$ cat config.mk
export PLATFORM = sky130hd
export DESIGN_NAME = sfl_cfg_regs
export DESIGN_NICKNAME = d
export VERILOG_FILES = /design/src/rtl/sfl_pkg.sv /design/src/rtl/sfl_cfg_regs.sv
export SDC_FILE = /design/constraint.sdc
export NUM_CORES = 1
export LEC_CHECK = 0
export BUFFER_PORTS_ARGS = -buffer_cell sky130_fd_sc_hd__buf_2
export CAP_MARGIN = 10
export CORE_UTILIZATION = 51
export CTS_CLUSTER_SIZE = 24
export DETAILED_ROUTE_END_ITERATION = 6
export PLACE_DENSITY = 0.86
export SLEW_MARGIN = 10
export SYNTH_ARGS = -nofsm -noshare
export SYNTH_HDL_FRONTEND = slang
export SYNTH_SLANG_ARGS = --single-unit
$ cat constraint.sdc
create_clock -name clk -period 2.2 [get_ports clk]
set_input_delay 0.22 -clock clk [delete_from_list [all_inputs] [get_ports clk]]
set_output_delay 0.22 -clock clk [all_outputs]
set_load 0.02 [all_outputs]
$ cat src/rtl/sfl_pkg.sv
// Shared types and constants for the 3x3 cross sharpening filter.
// Used by every module of the block and by the channel interfaces.
// No dependencies.
package sfl_pkg;

  localparam int MAX_WIDTH_DEF = 512;

  localparam int PIX_W  = 8;
  localparam int COEF_W = 8;
  localparam int DIM_W  = 10;
  localparam int PROD_W = PIX_W + COEF_W + 1;
  localparam int SUM_W  = PROD_W + 3;
  localparam int ADDR_W = 5;
  localparam int DATA_W = 32;

  localparam int MIN_DIM = 3;
  localparam int MARGIN  = 2;
  localparam int PIX_MAX = (1 << PIX_W) - 1;

  localparam logic [DIM_W-1:0]  RST_IMAGE_WIDTH  = DIM_W'(64);
  localparam logic [DIM_W-1:0]  RST_IMAGE_HEIGHT = DIM_W'(64);
  localparam logic [COEF_W-1:0] RST_COEF_CENTER  = COEF_W'(5);
  localparam logic [COEF_W-1:0] RST_COEF_EDGE    = COEF_W'(8'hff);

  typedef enum logic [2:0] {
    REG_IMAGE_WIDTH,
    REG_IMAGE_HEIGHT,
    REG_COEF_CENTER,
    REG_COEF_UP,
    REG_COEF_DOWN,
    REG_COEF_LEFT,
    REG_COEF_RIGHT
  } reg_idx_t;

  typedef struct packed {
    logic [DIM_W-1:0]         image_width;
    logic [DIM_W-1:0]         image_height;
    logic signed [COEF_W-1:0] coef_center;
    logic signed [COEF_W-1:0] coef_up;
    logic signed [COEF_W-1:0] coef_down;
    logic signed [COEF_W-1:0] coef_left;
    logic signed [COEF_W-1:0] coef_right;
  } cfg_t;

  // Per-item control that travels alongside the pixel data.
  typedef struct packed {
    logic valid;
    logic produce;
    logic last;
  } ctl_t;

  typedef struct packed {
    logic [PIX_W-1:0] center;
    logic [PIX_W-1:0] up;
    logic [PIX_W-1:0] down;
    logic [PIX_W-1:0] left;
    logic [PIX_W-1:0] right;
  } taps_t;

endpackage

$ cat src/rtl/sfl_cfg_regs.sv
// APB-style configuration registers: frame geometry and the five weights.
// Depends on sfl_pkg for the register map and the cfg_t bundle.
module sfl_cfg_regs (
  input  logic                        clk,
  input  logic                        rst,
  input  logic                        psel,
  input  logic                        penable,
  input  logic                        pwrite,
  input  logic [sfl_pkg::ADDR_W-1:0]  paddr,
  input  logic [sfl_pkg::DATA_W-1:0]  pwdata,
  output logic [sfl_pkg::DATA_W-1:0]  prdata,
  output logic                        pready,
  output sfl_pkg::cfg_t               cfg
);

  sfl_pkg::reg_idx_t idx;
  logic              wr;

  assign pready = 1'b1;
  assign idx    = sfl_pkg::reg_idx_t'(paddr[sfl_pkg::ADDR_W-1:2]);
  assign wr     = psel && penable && pwrite;

  always_ff @(posedge clk) begin
    if (rst) begin
      cfg.image_width  <= sfl_pkg::RST_IMAGE_WIDTH;
      cfg.image_height <= sfl_pkg::RST_IMAGE_HEIGHT;
      cfg.coef_center  <= sfl_pkg::RST_COEF_CENTER;
      cfg.coef_up      <= sfl_pkg::RST_COEF_EDGE;
      cfg.coef_down    <= sfl_pkg::RST_COEF_EDGE;
      cfg.coef_left    <= sfl_pkg::RST_COEF_EDGE;
      cfg.coef_right   <= sfl_pkg::RST_COEF_EDGE;
    end else if (wr) begin
      unique case (idx)
        sfl_pkg::REG_IMAGE_WIDTH:  cfg.image_width  <= pwdata[sfl_pkg::DIM_W-1:0];
        sfl_pkg::REG_IMAGE_HEIGHT: cfg.image_height <= pwdata[sfl_pkg::DIM_W-1:0];
        sfl_pkg::REG_COEF_CENTER:  cfg.coef_center  <= pwdata[sfl_pkg::COEF_W-1:0];
        sfl_pkg::REG_COEF_UP:      cfg.coef_up      <= pwdata[sfl_pkg::COEF_W-1:0];
        sfl_pkg::REG_COEF_DOWN:    cfg.coef_down    <= pwdata[sfl_pkg::COEF_W-1:0];
        sfl_pkg::REG_COEF_LEFT:    cfg.coef_left    <= pwdata[sfl_pkg::COEF_W-1:0];
        sfl_pkg::REG_COEF_RIGHT:   cfg.coef_right   <= pwdata[sfl_pkg::COEF_W-1:0];
        default: ;
      endcase
    end
  end

  always_comb begin
    unique case (idx)
      sfl_pkg::REG_IMAGE_WIDTH:
        prdata = sfl_pkg::DATA_W'(cfg.image_width);
      sfl_pkg::REG_IMAGE_HEIGHT:
        prdata = sfl_pkg::DATA_W'(cfg.image_height);
      sfl_pkg::REG_COEF_CENTER:
        prdata = sfl_pkg::DATA_W'(unsigned'(cfg.coef_center));
      sfl_pkg::REG_COEF_UP:
        prdata = sfl_pkg::DATA_W'(unsigned'(cfg.coef_up));
      sfl_pkg::REG_COEF_DOWN:
        prdata = sfl_pkg::DATA_W'(unsigned'(cfg.coef_down));
      sfl_pkg::REG_COEF_LEFT:
        prdata = sfl_pkg::DATA_W'(unsigned'(cfg.coef_left));
      sfl_pkg::REG_COEF_RIGHT:
        prdata = sfl_pkg::DATA_W'(unsigned'(cfg.coef_right));
      default:
        prdata = '0;
    endcase
  end

endmodule

After elaboration in Yosys (flattened, before gate mapping)
Cells that the tools add are included.

Reduce and logical (&&, ||, !) cells: 10. Mux-type cells: 1. Equality and inequality tests: 6.

Operator list (count): $pmux W10 S7 (1); $reduce_and A2 Y1 (7); $eq A3 B3 Y1 const B (3); $eq A3 B2 Y1 const B (2); $eq A3 B1 Y1 const B (1); $logic_not A3 Y1 (1); $logic_and A1 B1 Y1 (2).

Output and inout port bits: 93. Logic and storage cells: 24. Bits of input ports: 42. Register bits: 60.

Longest topological paths before layout
Word-level depth: 3. Depth in mapped cells: 6. Mapped depth without buffers: 3.

Worst setup path before layout
Ideal clock, no wire load.

Kind: input to output. Start: in paddr[3] (netlist name). End: out prdata[1] (netlist name). Path slack: 0.625 ns. Arrival: 1.355 ns. Path buffers: 3. Stages on the path: 6. Data required time: 1.980 ns. Cell sequence: buf_2 -> buf_4 -> buf_4 -> mux2i_1 -> a2bb2oi_1 -> o211ai_1.

Cells in the longest elaborated chain, start to end: 2. Elaborated cells between the ends (all ways): 8. Classes of those cells: eq/ne: 6; mux: 1; reduce/logical: 1.

RTL lines: start: declaration (line sfl_cfg_regs.sv:9) `input logic [sfl_pkg::ADDR_W-1:0] paddr,`; $eq A3 B3 Y1, or another cell as far along (line sfl_cfg_regs.sv:47) `unique case (idx)`; $pmux W10 S7 * (line sfl_cfg_regs.sv:47); end: declaration (line sfl_cfg_regs.sv:11) `output logic [sfl_pkg::DATA_W-1:0] prdata,`.

Every way passes the cells marked *; elsewhere a longest branch is shown, timed or not.

Final worst setup path
Start: in paddr[3] (netlist name). End: out prdata[3] (netlist name).

Same word-level chain as after synthesis.

==> impl_metrics.py <==
metrics = {
    "clock_tree": {
        "insertion_delay_ps": 330,
        "clock_sinks": 60,
        "cts_tree": "yes",
        "post_cts_resized": 0,
        "h-tree-depth": 3,
        "cts_setup_buffers": 0,
        "cts_root_buf": "clkbuf_8",
        "clockBufferDepth": 2,
        "clkSlewWorstSetupHoldPaths_ps": 70,
        "cts_hold_buf": 0,
        "numCtsBuffers": 9,
    },
    "timing": {
        "setup_tns_ps": 0,
        "clock.fmax_ghz": 0.5484,
        "hold_viol": 0,
        "rsz0062_at_grt": "false",
        "setup_viol": 0,
        "finalClockSkew_ps": 0,
        "max_slew_margin_pct": 50.40,
        "maxSlewViolCount": 0,
        "period_share_pct": 82.89,
        "tightest_slew_ps": 744.0,
        "layout_min_cycle_time_ps": 1824,
    },
    "placement": {
        "port_buffers": 87,
        "dp_hpwl_microns": 5189,
        "gp_congestion": 0.8582,
    },
    "detailed_routing": {
        "vias": 2453,
        "routed_wl_microns": 7102,
        "wire_per_inst_microns": 15.08,
        "ant_nets": 0,
        "drt_pre_antenna_iters": 4,
        "drtIter0Drc": 101,
        "drc": 0,
        "via_per_inst": 5.208,
    },
    "worst_setup_path": {
        "startpoint_type": "input port",
        "crit_required_ps": 1980,
        "cp_data_arrival_time_ps": 1600,
        "cp-end-kind": "output pin",
        "critical_path_class": "in2out",
        "worstPathMaxFanout": 18,
    },
    "yosys": {
        "synth_cell_types": 27,
        "synthMuxAreaShare_pct": 27.83,
        "synthCells": 305,
        "yosysWarnings": 0,
        "seq_area_frac_synth_pct": 40.00,
        "synth_xor_area_share_pct": 0,
        "synth_compound_area_share_pct": 5.542,
        "synth-adder-area-share_pct": 0,
        "syn_area_sq_um": 3003,
        "ys_ff_latch": 60,
        "synth_top_family_by_area": "multiplexers",
        "synth.avg_cell_area_sq_um": 9.846,
        "synthSimpleGateAreaFrac_pct": 17.58,
    },
    "floorplanning": {
        "die_w_microns": 78.74,
        "ios": 135,
        "die_h_microns": 78.74,
        "initial_core_util_pct": 53.87,
        "fp-row-count": 27,
        "core_region_area_sq_um": 5574,
        "die_area_sq_um": 6199,
    },
    "layout": {
        "top_register": "cfg",
        "multi_input_area_sq_um": 1617,
        "fin_util_pct": 65.48,
        "n_fill_cell": 465,
        "regArea_sq_um": 1201,
        "area.growth.synth_to_final_pct": 21.54,
        "mostFrequentLayoutCells": "87 x buf_2, 70 x mux2i_1, 60 x dfxtp_1",
        "drive_gt1_share_pct": 32.33,
        "finalNetCount": 436,
        "diodes": 0,
        "largest_reg_flops": 60,
        "largest_registers": "cfg: 60 flops",
        "layout_commonest_cell": "buf_2",
    },
    "grt": {
        "grt_usage_pct": 23.81,
        "antenna_found_initial": 0,
        "grt_max_degree": 50,
        "grt_pass1_vias": 2324,
        "grt-ovfl-total": 0,
        "grt_first_pass_wirelength_microns": 11280,
    },
    "outcome": {
        "status": "complete, no violations",
    },
    "job": {
        "drv_cap": 0,
    },
    "power_and_ir_drop": {
        "peakVddDrop_uv": 429.5,
        "leakage_nw": 1.580,
        "powerDensity_nw_per_um2": 671.9,
    },
    "hold_path": {
        "min_path_type": "in2reg",
    },
}
==> synth_stat cells <==
cell / number / area, sq um
nor2_1: 44 / 165.2
a2bb2oi_1: 5 / 43.79
or3_1: 2 / 12.51
and3b_1: 1 / 8.760
o221ai_1: 2 / 17.52
o2bb2ai_1: 1 / 8.760
buf_2: 4 / 20.02
nor2b_1: 2 / 12.51
buf_4: 26 / 195.2
nor3_1: 2 / 10.01
clkbuf_1: 9 / 33.78
nor2_2: 5 / 31.28
dfxtp_1: 60 / 1201
a32oi_1: 5 / 43.79
o211ai_1: 5 / 37.54
nand2_1: 6 / 22.52
o21a_1: 2 / 15.01
nand4b_4: 1 / 23.77
mux4_2: 3 / 67.56
inv_1: 2 / 7.510
mux2_2: 6 / 67.56
nand2b_1: 36 / 225.2
nand4_1: 1 / 6.260
buf_1: 2 / 7.510
conb_1: 2 / 7.510
mux2i_1: 70 / 700.7
nor3_2: 1 / 10.01
==> final cells by class <==
type	instances	area share, %
Clock inverter	5	2.057
Clock buffer	11	3.874
Tap cell	72	2.468
Timing Repair Buffer	98	14.19
Sequential cell	60	32.91
Multi-Input combinational cell	223	44.29
Inverter	2	0.2057
==> layer usage <==
layer / vias up / part of all wire, % / GRT usage [%]
li1: 1183 / - / -
met2: 94 / 48 / 41.30
met5: - / 0 / 0
met1: 1169 / 44 / 28.30
met3: 7 / 6.9 / 7.126
met4: 0 / 1.1 / 6.667
==> logic make-up (layout without fill, tap and decap cells) <==
logic type,after synthesis,after routing
flops,60,60
compound gates,20,20
mux,79,79
buf+inv,43,116
simple gates,101,101
other cells,2,23
==> report_power, final <==
part	switching [mW]	internal [mW]	leakage, nW
clock network	0.426	0.663	0.113
registers	0.00635	1.09	0.485
logic	0.172	0.0902	0.982
==> worst max-delay path: stages <==
cell,delay [ps]
buf_2,370
mux4_2,580
mux2_2,270
buf_2,160
==> metrics by stage <==
step                total power, mW  worst slack, ps  cell area, sq um  cells  hold WS (ps)
floorplan                     1.342            624.8              3082    326         375.3
global route                  2.543            334.0              3650    471         162.0
CTS                           2.463            373.2              3650    471         149.7
detailed placement            1.385            373.7              3433    455         483.0
finish                        2.452            376.4              3650    471         157.3
global placement              1.382            367.8              3433    455         468.3
==> worst paths after layout <==
path                        startpoint  slack, ps              endpoint  depth (start not counted)
setup / recovery              paddr[3]        380             prdata[3]                          4
hold / removal               pwdata[6]        160  cfg[38]$_SDFFE_PP0P_                          3
setup reg to reg  cfg[24]$_SDFFE_PP1P_       1530  cfg[24]$_SDFFE_PP1P_                          2
hold reg to reg   cfg[33]$_SDFFE_PP0P_        480  cfg[33]$_SDFFE_PP0P_                          2
Note: power is estimated with default switching activity, not from simulation.
