==> config.mk <==
export PLATFORM = sky130hd
export DESIGN_NAME = sfl_mac
export DESIGN_NICKNAME = d
export VERILOG_FILES = /design/src/rtl/sfl_pkg.sv /design/src/rtl/sfl_mac.sv
export SDC_FILE = /design/constraint.sdc
export NUM_CORES = 1
export LEC_CHECK = 0
export BUFFER_PORTS_ARGS = -buffer_cell sky130_fd_sc_hd__buf_2
export CAP_MARGIN = 10
export CORE_AREA = 2 2 217 197
export CTS_BUF_LIST = sky130_fd_sc_hd__clkbuf_4 sky130_fd_sc_hd__clkbuf_8
export CTS_CLUSTER_SIZE = 16
export DETAILED_ROUTE_END_ITERATION = 7
export DIE_AREA = 0 0 219 199
export SKIP_LAST_GASP = 1
export SYNTH_ARGS = -nofsm -noshare
export SYNTH_HDL_FRONTEND = slang
export SYNTH_SLANG_ARGS = --single-unit
==> constraint.sdc <==
create_clock -name clk -period 5.7 [get_ports clk]
set_input_delay 1.14 -clock clk [delete_from_list [all_inputs] [get_ports clk]]
set_output_delay 1.14 -clock clk [all_outputs]
set_load 0.05 [all_outputs]
==> src/rtl/sfl_pkg.sv <==
// Shared types and constants for the 3x3 cross sharpening filter.
// Used by every module of the block and by the channel interfaces.
// No dependencies.
package sfl_pkg;

  localparam int MAX_WIDTH_DEF = 512;

  localparam int PIX_W  = 8;
  localparam int COEF_W = 8;
  localparam int DIM_W  = 10;
  localparam int PROD_W = PIX_W + COEF_W + 1;
  localparam int SUM_W  = PROD_W + 3;
  localparam int ADDR_W = 5;
  localparam int DATA_W = 32;

  localparam int MIN_DIM = 3;
  localparam int MARGIN  = 2;
  localparam int PIX_MAX = (1 << PIX_W) - 1;

  localparam logic [DIM_W-1:0]  RST_IMAGE_WIDTH  = DIM_W'(64);
  localparam logic [DIM_W-1:0]  RST_IMAGE_HEIGHT = DIM_W'(64);
  localparam logic [COEF_W-1:0] RST_COEF_CENTER  = COEF_W'(5);
  localparam logic [COEF_W-1:0] RST_COEF_EDGE    = COEF_W'(8'hff);

  typedef enum logic [2:0] {
    REG_IMAGE_WIDTH,
    REG_IMAGE_HEIGHT,
    REG_COEF_CENTER,
    REG_COEF_UP,
    REG_COEF_DOWN,
    REG_COEF_LEFT,
    REG_COEF_RIGHT
  } reg_idx_t;

  typedef struct packed {
    logic [DIM_W-1:0]         image_width;
    logic [DIM_W-1:0]         image_height;
    logic signed [COEF_W-1:0] coef_center;
    logic signed [COEF_W-1:0] coef_up;
    logic signed [COEF_W-1:0] coef_down;
    logic signed [COEF_W-1:0] coef_left;
    logic signed [COEF_W-1:0] coef_right;
  } cfg_t;

  // Per-item control that travels alongside the pixel data.
  typedef struct packed {
    logic valid;
    logic produce;
    logic last;
  } ctl_t;

  typedef struct packed {
    logic [PIX_W-1:0] center;
    logic [PIX_W-1:0] up;
    logic [PIX_W-1:0] down;
    logic [PIX_W-1:0] left;
    logic [PIX_W-1:0] right;
  } taps_t;

endpackage

==> src/rtl/sfl_mac.sv <==
// Five-tap weighted sum with clamping, and the result register.
// Depends on sfl_pkg for cfg_t, ctl_t and taps_t.
module sfl_mac (
  input  logic                       clk,
  input  logic                       rst,
  input  logic                       en,
  input  sfl_pkg::cfg_t              cfg,
  input  sfl_pkg::taps_t             taps,
  input  sfl_pkg::ctl_t              ctl,
  output logic                       res_valid,
  output logic [sfl_pkg::PIX_W-1:0]  pixel_out,
  output logic                       last_of_frame
);

  localparam int PW = sfl_pkg::PIX_W;
  localparam int QW = sfl_pkg::PROD_W;
  localparam int SW = sfl_pkg::SUM_W;

  function automatic logic [PW-1:0] clamp_pix(input logic signed [SW-1:0] s);
    logic [PW-1:0] r;
    if (s < 0) begin
      r = '0;
    end else if (s > SW'(sfl_pkg::PIX_MAX)) begin
      r = PW'(sfl_pkg::PIX_MAX);
    end else begin
      r = s[PW-1:0];
    end
    return r;
  endfunction

  logic signed [QW-1:0] p_c;
  logic signed [QW-1:0] p_u;
  logic signed [QW-1:0] p_d;
  logic signed [QW-1:0] p_l;
  logic signed [QW-1:0] p_r;
  logic signed [SW-1:0] sum;
  sfl_pkg::ctl_t        s3_ctl;

  always_ff @(posedge clk) begin
    if (en) begin
      p_c <= cfg.coef_center * $signed({1'b0, taps.center});
      p_u <= cfg.coef_up     * $signed({1'b0, taps.up});
      p_d <= cfg.coef_down   * $signed({1'b0, taps.down});
      p_l <= cfg.coef_left   * $signed({1'b0, taps.left});
      p_r <= cfg.coef_right  * $signed({1'b0, taps.right});
    end
  end

  assign sum = SW'(p_c) + SW'(p_u) + SW'(p_d) + SW'(p_l) + SW'(p_r);

  always_ff @(posedge clk) begin
    if (rst) begin
      s3_ctl    <= '0;
      res_valid <= 1'b0;
    end else if (en) begin
      s3_ctl    <= ctl;
      res_valid <= s3_ctl.valid && s3_ctl.produce;
    end
  end

  always_ff @(posedge clk) begin
    if (en) begin
      pixel_out     <= clamp_pix(sum);
      last_of_frame <= s3_ctl.last;
    end
  end

endmodule

After elaboration in Yosys (flattened, before gate mapping)
Index checks and enable logic that the tools add are counted.
{"block": "word_totals", "register_bits": 98, "latch_bits": 0, "ramBits": 0, "romBits": 0, "input_bits": 106, "out_inout_bits": 10, "wordCells": 24, "memories": 0}
{"block": "classes", "n_addsub": 4, "multipliers": 5, "div": 0, "n_lt_le_gt_ge": 2, "eq_ne": 0, "shift": 0, "muxes": 1, "bitwise": 0, "n_reduce_logical": 1}
{"op": "multiplier 8 x 9 -> 17 bit", "count": 5}
{"op": "adder 19 x 17 -> 20 bit", "count": 1}
{"op": "adder 20 x 17 -> 20 bit", "count": 1}
{"op": "> comparator 20 x 9 -> 1 bit (second input constant)", "count": 1}
{"op": "< comparator 20 x 1 -> 1 bit (second input constant)", "count": 1}
{"op": "adder 18 x 17 -> 19 bit", "count": 1}
{"op": "adder 17 x 17 -> 18 bit", "count": 1}
{"op": "2-to-1 mux 8 bit", "count": 1}
{"op": "logical AND 1 bit", "count": 1}

Longest topological paths before layout
Gate-level depths: netlist of run 1.
{"block": "depth", "depth_word": 6, "depth_mapped": 20, "mapped_depth_nobuf": 20}

Worst setup path before layout of run 1
OpenSTA, ideal clock, no wires.
{"block": "synth_timing", "path_type": "in2reg", "startpoint": "input cfg[18] in the netlist's numbering", "endpoint": "register p_d[16] (data pin)", "setup_time_ps": 266, "arrival_time_ps": 4950, "required_time_ps": 5434, "setup_slack_ps": 484, "stages": 17, "path_buffers": 0, "path_cell_list": "and2_1 > fa_1 > inv_1 > fa_1 > inv_1 > fa_1 > inv_1 > fa_1 > inv_1 > ha_1 > o21ai_0 > nand2_1 > a21o_1 > a31o_2 > a41o_1 > o41ai_1 > xnor2_1"}
{"block": "synth_between", "elab_chain_len": 1}
{"element": "from (decl)", "line": "sfl_mac.sv:7", "source": "input sfl_pkg::cfg_t cfg,"}
{"element": "multiplier 8 x 9 -> 17 bit", "line": "sfl_mac.sv:43", "source": "p_d <= cfg.coef_down * $signed({1'b0, taps.down});"}
{"element": "to (signal assigned)", "line": "sfl_mac.sv:43"}
{"element": "to (decl)", "line": "sfl_mac.sv:33", "source": "logic signed [QW-1:0] p_d;"}
No other way between the ends.
A chain may end at the register's enable or synchronous reset.

Worst setup path in the final report of run 1
{"block": "layout_timing", "startpoint": "input taps[19] in the netlist's numbering", "endpoint": "register p_d[16] (data pin)"}
{"block": "layout_between", "elab_chain_len": 1}
{"element": "from (decl)", "line": "sfl_mac.sv:8", "source": "input sfl_pkg::taps_t taps,"}
{"element": "multiplier 8 x 9 -> 17 bit", "line": "sfl_mac.sv:43"}
No other way between the ends.

==> metrics.csv, run 1 <==
metric,value,unit
remaining_drc_errors,0,
fin_crit_sh,0.9178,
start_kind,primary input,
cts_resized,0,
grt_max_degree,53,
grt_pass1_vias,11750,
num_antenna_cells,0,
crit_fanout,8,
cts-root-buf,clkbuf_8,
htreeDepth,3,
die_x,219,um
end_kind,flip-flop,
relSlewSlack,0.5569,
synth_seq_cells,98,
yosys_warnings,0,
ioPinCount,116,
async_flop_share,0,
core_area,0.04140,mm2
holdBufCountCts,0,
first_iter_violations,475,
worstPathArrival,5.37,ns
firstDrtPassIters,5,
clk_pin_slew,0.11,ns
dpl.hpwl,27920,um
r2r_start,p_c[1],
routed-via-count,11180,
wl,32510,um
fmax,191.1,MHz
ys_seq_area_frac,0.1776,
cts_tree,built,
fin_crit,5.232,ns
max_slew.worst_pin.slew,0.6646,ns
clock_path_buffers,2,
synth_top_area_share,0.2915,
initial_utilization,0.3948,
critical_path_class,in2reg,
grt_setup_unrepaired,false,
r2r_cells,15,
timing.rr.end,pixel_out[3],
reg2reg_setup_slack,0.69,ns
cts_made_buffers,9,
postRouteAntennaNets,0,
via_per_inst,4.751,
clkSinkCount,98,
grt_util_all_layers,0.1600,
synth-edff-count,94,
clock_latency,0.38,ns
max_cap_violations,0,
dieArea,0.04358,mm2
place_congestion,0.8592,
die_y,199,um
tns,0,ns
io_buffers,95,
min_to,last_of_frame,
grt_pass1_wl,56570,um
gr-total-overflow,0,
hold_class,reg2reg,
cp.required,5.83,ns
finalSetupViolCount,0,
ys.flop_type,edfxtp_1,
synth.avg_cell_area,9.661,um2
yosysUniqueCellTypes,56,
slew_viol_final,0,
fin_skew,0.009697,ns
hold_depth,0,
yosys-top-cells-area,"fa_1 (29%), ha_1 (18%), edfxtp_1 (17%)",
drive_above_1_share,0.07692,
wire_per_inst,13.81,um
cts_setup_buffers,0,
status,"complete, no violations",
final_nets,2381,
antenna_found_initial,0,
hold_start,s3_ctl[0],
row_count,71,
syn_area,0.01635,mm2
synthCells,1692,
syn_nets,2271,
yosys.area.top_type,fa_1,
synthToLayoutAreaGrowth,8.994,%
finalHoldViolCount,0,
## how the worst max path moves through the flow
| stage | start | end | slack [ns] | cells past startpoint |
|---|---|---|---|---|
| after floorplan | cfg[18] | p_d[16] | 0.48 | 17 |
| after global placement | cfg[18] | p_d[16] | 0.11 | 18 |
| after detailed placement | taps[19] | p_d[16] | 0.07 | 17 |
| after CTS | taps[19] | p_d[16] | 0.49 | 17 |
| after global routing | taps[19] | p_d[16] | 0.23 | 17 |
| final | taps[19] | p_d[16] | 0.47 | 17 |
## layout make-up
type | count | area, um2
well taps | 547 | 684.4
flip-flops and latches | 98 | 2903
fillers | 4073 | 23580
repair buffers | 104 | 545.5
inverters | 443 | 1663
multi-input cells | 1146 | 11760
clock buffers | 9 | 123.9
clock inverters | 7 | 135.1
## critical path, stage by stage
cell and delay, ns:
buf_2 0.15, and2_1 0.18, fa_1 0.41, inv_1 0.08, fa_1 0.44, fa_1 0.52
fa_1 0.50, inv_1 0.05, ha_1 0.31, nor2b_1 0.14, o21ai_0 0.16, nand2_1 0.12
a21o_1 0.21, a31o_2 0.26, a41o_1 0.26, o41ai_1 0.32, xnor2_1 0.13
## stage by stage
stage	utilization	setup WS [ns]	cells	hold slack [ns]	area, um2
floorplan	-	0.4843	1692	0.4076	16350
global placement	0.4241	0.1061	2338	0.4138	17560
detailed placement	0.4241	0.06941	2338	0.4251	17560
CTS	0.4304	0.4892	2354	0.4513	17820
global route	0.4304	0.2261	2354	0.4724	17820
finish	0.4304	0.4683	2354	0.4483	17820
## synth_stat cells, drive strengths merged, types with 3 or more instances
master and count:
a31o 6, fa 238, inv 443, mux2i 7
nand2 138, nor2 48, nand3 13, nor2b 14
ha 235, a21o 19, xor2 17, xnor2 52
a41oi 4, nor3 12, dfxtp 4, or3 7
o41ai 4, o21ai 14, a21oi 52, o211ai 4
o31ai 6, o21bai 8, and2 171, edfxtp 94
o21a 7, nand2b 33, a31oi 3, or2 3
and3 3, a21boi 3, a41o 4, clkbuf 5
## kinds of logic after synthesis
| kind of cell | count (synthesis) | share of synthesized area |
|---|---|---|
| fa+ha+maj | 473 | 0.4714 |
| buf+inv | 448 | 0.1029 |
| simple gates | 448 | 0.1428 |
| compound gates | 148 | 0.06346 |
| flops | 98 | 0.1776 |
| xor+xnor | 69 | 0.03697 |
| mux | 8 | 0.004976 |
## flip-flops by register name, summed over array words and instances (netlist names)
signal / cells
p_c: 17
p_d: 17
p_l: 17
p_r: 17
p_u: 17
pixel_out: 8
s3_ctl: 3
last_of_frame: 1
res_valid: 1
## cells in the final DEF, fill, tap and decap left out, drive strengths merged, types with 4 or more instances in the layout
cell type	instances
a21o	19
a21oi	52
a31o	6
a41o	4
a41oi	4
and2	171
buf	104
clkbuf	9
dfxtp	4
edfxtp	94
fa	238
ha	235
inv	445
mux2i	7
nand2	138
nand2b	33
nand3	13
nor2	48
nor2b	14
nor3	12
o211ai	4
o21a	7
o21ai	14
o21bai	8
o31ai	6
o41ai	4
or3	7
xnor2	52
xor2	17
## metal layers
layer / vias up / routed length [um] / GRT usage
met1: 5532 / 15190 / 0.2174
met3: 26 / 1243 / 0.02187
li1: 5464 / - / -
met4: 0 / 435 / 0.03228
met2: 161 / 15640 / 0.2733
met5: - / 0 / 0
Power of run 1 is left out: the tool's default activity adds up to more than one toggle a clock period on the data nets, which glitch-free logic cannot reach.
==> run 2, diff against run 1 <==
- clock period: 5.7 -> 6 ns (I/O delays scaled with it)
==> run 2 against run 1 <==
Register-to-register slack better by 0.32 ns. Highest routed layer unchanged. Sequential cell count unchanged. First-iteration DRC count down 12%. Clock skew down 0.0010 ns. Worst setup slack better by 0.25 ns. Critical endpoint unchanged.
==> metrics.csv, run 2 (synthesis gave the netlist of run 1 again) <==
metric,value,unit
clkSinkCount,98,
dp_cells,2330,
max_cap_violations,0,
cts_setup_buffers,0,
htreeDepth,3,
initial_utilization,0.3948,
first_iter_violations,418,
grt_pass1_vias,11630,
cts_resized,0,
hold_class,reg2reg,
fmax,189.2,MHz
timing.rr.end,pixel_out[0],
dpl.hpwl,27770,um
postRouteAntennaNets,0,
holdBufCountCts,0,
critical_path_class,in2reg,
busiest_layer,met2,
min_to,last_of_frame,
cp.required,6.14,ns
firstDrtPassIters,5,
hold_start,s3_ctl[0],
worstPathArrival,5.43,ns
place_congestion,0.8534,
reg2reg_setup_slack,1.01,ns
io_buffers,95,
antenna_found_initial,0,
tns,0,ns
cts-root-buf,clkbuf_8,
ioPinCount,116,
final_common_cell,inv_1,
r2r_start,p_c[1],
fin_crit,5.286,ns
core_area,0.04140,mm2
relSlewSlack,0.4780,
synthToLayoutAreaGrowth,8.336,%
cts_tree,built,
path_cells,buf_2 > and2_1 > fa_1 > inv_1 > fa_1 > inv_1 > fa_1 > inv_1 > fa_1 > inv_1 > ha_1 > o21ai_0 > nand2_1 > a21o_1 > a31o_2 > a41o_1 > o41ai_1 > xnor2_1,
remaining_drc_errors,0,
via_per_inst,4.766,
max_slew.worst_pin.slew,0.7830,ns
grt_max_degree,60,
fin_skew,0.008700,ns
start_kind,primary input,
row_count,71,
num_antenna_cells,0,
max_stage_delay,0.54,ns
grt_setup_unrepaired,false,
cpLargestDelayFamily,adder cells,
crit_fanout,8,
wire_per_inst,13.67,um
fin_cells,2346,
die_x,219,um
clock_path_buffers,2,
clock_latency,0.39,ns
clk_pin_slew,0.11,ns
die_y,199,um
dieArea,0.04358,mm2
fillers,4133,
finalHoldViolCount,0,
hold_depth,0,
final_cell_mix,"inv_1 (443), fa_1 (238), ha_1 (235), and2_1 (171), nand2_1 (138)",
cts_made_buffers,9,
gr-total-overflow,0,
grt_pass1_wl,55790,um
finalSetupViolCount,0,
slew_viol_final,0,
met1_usage,0.2193,
use_met2,0.2671,
r2r_cells,15,
final_nets,2373,
routed-via-count,11180,
grt_util_all_layers,0.1575,
cp_slowest_cell,fa_1,
wl,32070,um
fin_crit_sh,0.8809,
status,"complete, no violations",
end_kind,flip-flop,
grt.met3_usage,0.01697,
drive_above_1_share,0.07282,
timing.critical_path.buf_inv,5,
-- run 2: layout make-up --
type | instances | area, um2 | share of cell area
Multi-Input combinational cell | 1146 | 11760 | 0.6642
Clock buffer | 9 | 123.9 | 0.006995
Clock inverter | 7 | 87.58 | 0.004946
Timing Repair Buffer | 96 | 485.5 | 0.02741
Sequential cell | 98 | 2903 | 0.1639
Tap cell | 547 | 684.4 | 0.03865
Inverter | 443 | 1663 | 0.09390
-- run 2: how the worst max path moves through the flow --
stage | endpoint | cells after the start | slack, ns | startpoint
global route | p_d[16] | 18 | 0.53 | cfg[18]
global placement | p_d[16] | 18 | 0.30 | cfg[18]
finish | p_d[16] | 18 | 0.71 | cfg[18]
detailed placement | p_d[16] | 18 | 0.25 | cfg[18]
floorplan | p_d[16] | 17 | 0.72 | cfg[18]
CTS | p_d[16] | 18 | 0.70 | cfg[18]
-- run 2: per-layer routing --
| layer | up-vias | share of wire | routed length [um] |
|---|---|---|---|
| li1 | 5449 | - | - |
| met1 | 5539 | 0.47 | 15120 |
| met2 | 171 | 0.48 | 15460 |
| met3 | 22 | 0.034 | 1101 |
| met4 | 0 | 0.012 | 388 |
| met5 | - | 0 | 0 |
-- run 2: per-stage QoR --
step | instance area [um2] | utilization | hold slack [ns] | worst slack [ns]
floorplan | 16350 | - | 0.4076 | 0.7243
global placement | 17500 | 0.4227 | 0.4138 | 0.3035
detailed placement | 17500 | 0.4227 | 0.4251 | 0.2508
CTS | 17710 | 0.4278 | 0.4526 | 0.7018
global route | 17710 | 0.4278 | 0.4748 | 0.5305
finish | 17710 | 0.4278 | 0.4492 | 0.7143
Power of run 2 is left out for the same reason.
==> run 3, diff against run 2 <==
- ABC_AREA: default -> 1
- CORE_AREA: 2 2 217 197 -> 2 2 221 201
- DIE_AREA: 0 0 219 199 -> 0 0 223 203
==> run 3 against run 2 <==
Worst hold slack got worse by 0.0071 ns. Non-clock buffer count is the same. Count of clock-buffer cells in the layout stayed put. Die area increased by 3.9%. Worst setup slack improved by 0.15 ns. Core utilization down 0.37 points. Highest routed layer unchanged.
==> metrics.csv, run 3 <==
metric,value,unit
status,"complete, no violations",
gr-total-overflow,0,
worstPathArrival,5.29,ns
crit_fanout,9,
tns,0,ns
fin_skew,0.01975,ns
num_antenna_cells,0,
path_cells,buf_2 > clkinv_1 > or2_2 > fa_1 > fa_1 > inv_1 > fa_1 > inv_1 > fa_1 > inv_1 > ha_1 > nand2_1 > nor3_1 > nor2_1 > o21ai_0 > nand2_1 > a21oi_1 > xor2_1,
synthCells,2072,
synth_top_family_by_area,adder cells,
timing.critical_path.buf_inv,5,
wire_per_inst,12.73,um
fin_crit_sh,0.8560,
holdBufCountCts,0,
fmax,194.7,MHz
end_kind,flip-flop,
grt_pass1_wl,60330,um
yosys-top-cells-area,"fa_1 (28%), ha_1 (17%), edfxtp_1 (17%)",
place_congestion,0.8597,
cp.required,6.16,ns
dieArea,0.04527,mm2
cts-root-buf,clkbuf_8,
slew_viol_final,0,
finalSetupViolCount,0,
yosys.cell_count.top_type,inv_1,
final_nets,2683,
core_area,0.04279,mm2
synth.avg_cell_area,8.219,um2
cp_slowest_cell,fa_1,
finalHoldViolCount,0,
htreeDepth,3,
cts_setup_buffers,0,
synth_seq_cells,98,
synth_mux_area_frac,0,
grt_pass1_vias,12730,
drive_above_1_share,0.07492,
final_common_cell,inv_1,
clock_path_buffers,2,
postRouteAntennaNets,0,
clk_pin_slew,0.11,ns
crit_top_cell,fa_1,
grt_setup_unrepaired,false,
critical_path_class,in2reg,
die_x,223,um
async_flop_share,0,
synth_compound_area_frac,0.04107,
ys.flop_type,edfxtp_1,
dpl.hpwl,29410,um
remaining_drc_errors,0,
relSlewSlack,0.5517,
wl,33900,um
syn_area,0.01703,mm2
firstDrtPassIters,5,
routed-via-count,12190,
io_buffers,95,
antenna_found_initial,0,
yosys.area.top_type,fa_1,
clkSinkCount,98,
cts_resized,0,
ioPinCount,116,
synthToLayoutAreaGrowth,6.554,%
synth_xor_area_frac,0.03395,
synth_common_cells,"inv_1 (650), nand2_1 (436), fa_1 (238)",
yosys_warnings,0,
initial_utilization,0.3980,
synth_simple_gate_area_frac,0.1418,
syn_nets,2651,
row_count,72,
max_stage_delay,0.50,ns
die_y,203,um
cpLargestDelayFamily,adder cells,
synth-edff-count,94,
hold_class,reg2reg,
first_iter_violations,542,
fillers,4256,
cts_tree,built,
synth_fa_ha_area_frac,0.4525,
fin_crit,5.136,ns
final_cell_mix,"inv_1 (650), nand2_1 (436), fa_1 (238), ha_1 (235)",
clock_latency,0.40,ns
cts_made_buffers,9,
via_per_inst,4.574,
max_cap_violations,0,
synth_top_area_share,0.2798,
yosysUniqueCellTypes,33,
start_kind,primary input,
grt_max_degree,56,
grt_util_all_layers,0.1610,
ys_seq_area_frac,0.1705,
max_slew.worst_pin.slew,0.6725,ns
-- run 3: path summary, 6_finish.rpt --
kind	start	to	slack (ns)	cells past startpoint
max	cfg[23]	p_d[14]	0.86	18
min	s3_ctl[0]	last_of_frame	0.44	0
max reg2reg	p_u[1]	pixel_out[2]	1.81	19
min reg2reg	s3_ctl[0]	last_of_frame	0.44	0
-- run 3: metrics by stage --
stage | setup WS (ns) | hold WS, ns | area (um2) | utilization | std cells
floorplan | 0.9209 | 0.4086 | 17030 | - | 2072
global placement | 0.4387 | 0.4131 | 17930 | 0.4189 | 2648
detailed placement | 0.4242 | 0.4254 | 17930 | 0.4189 | 2648
CTS | 0.8590 | 0.4521 | 18140 | 0.4240 | 2664
global route | 0.5478 | 0.4682 | 18140 | 0.4240 | 2664
finish | 0.8639 | 0.4421 | 18140 | 0.4240 | 2664
-- run 3: layout make-up --
type	count	area [um2]	share of cell area
Multi-Input combinational cell	1247	11400	0.6281
Sequential cell	98	2903	0.1600
Inverter	652	2447	0.1349
Tap cell	555	694.4	0.03827
Timing Repair Buffer	96	485.5	0.02675
Clock buffer	9	123.9	0.006827
Clock inverter	7	93.84	0.005172
-- run 3: layer usage --
metal	global-route usage	up-vias	wire, um
met4	0.02157	0	199
met5	0	-	0
met2	0.2795	169	16560
li1	-	6133	-
met3	0.01476	19	976
met1	0.2243	5864	16170
-- run 3: kinds of logic after synthesis --
group / count (synthesis)
buf+inv: 727
simple gates: 583
fa+ha+maj: 473
compound gates: 125
flops: 98
xor+xnor: 66
Power of run 3 is left out for the same reason.
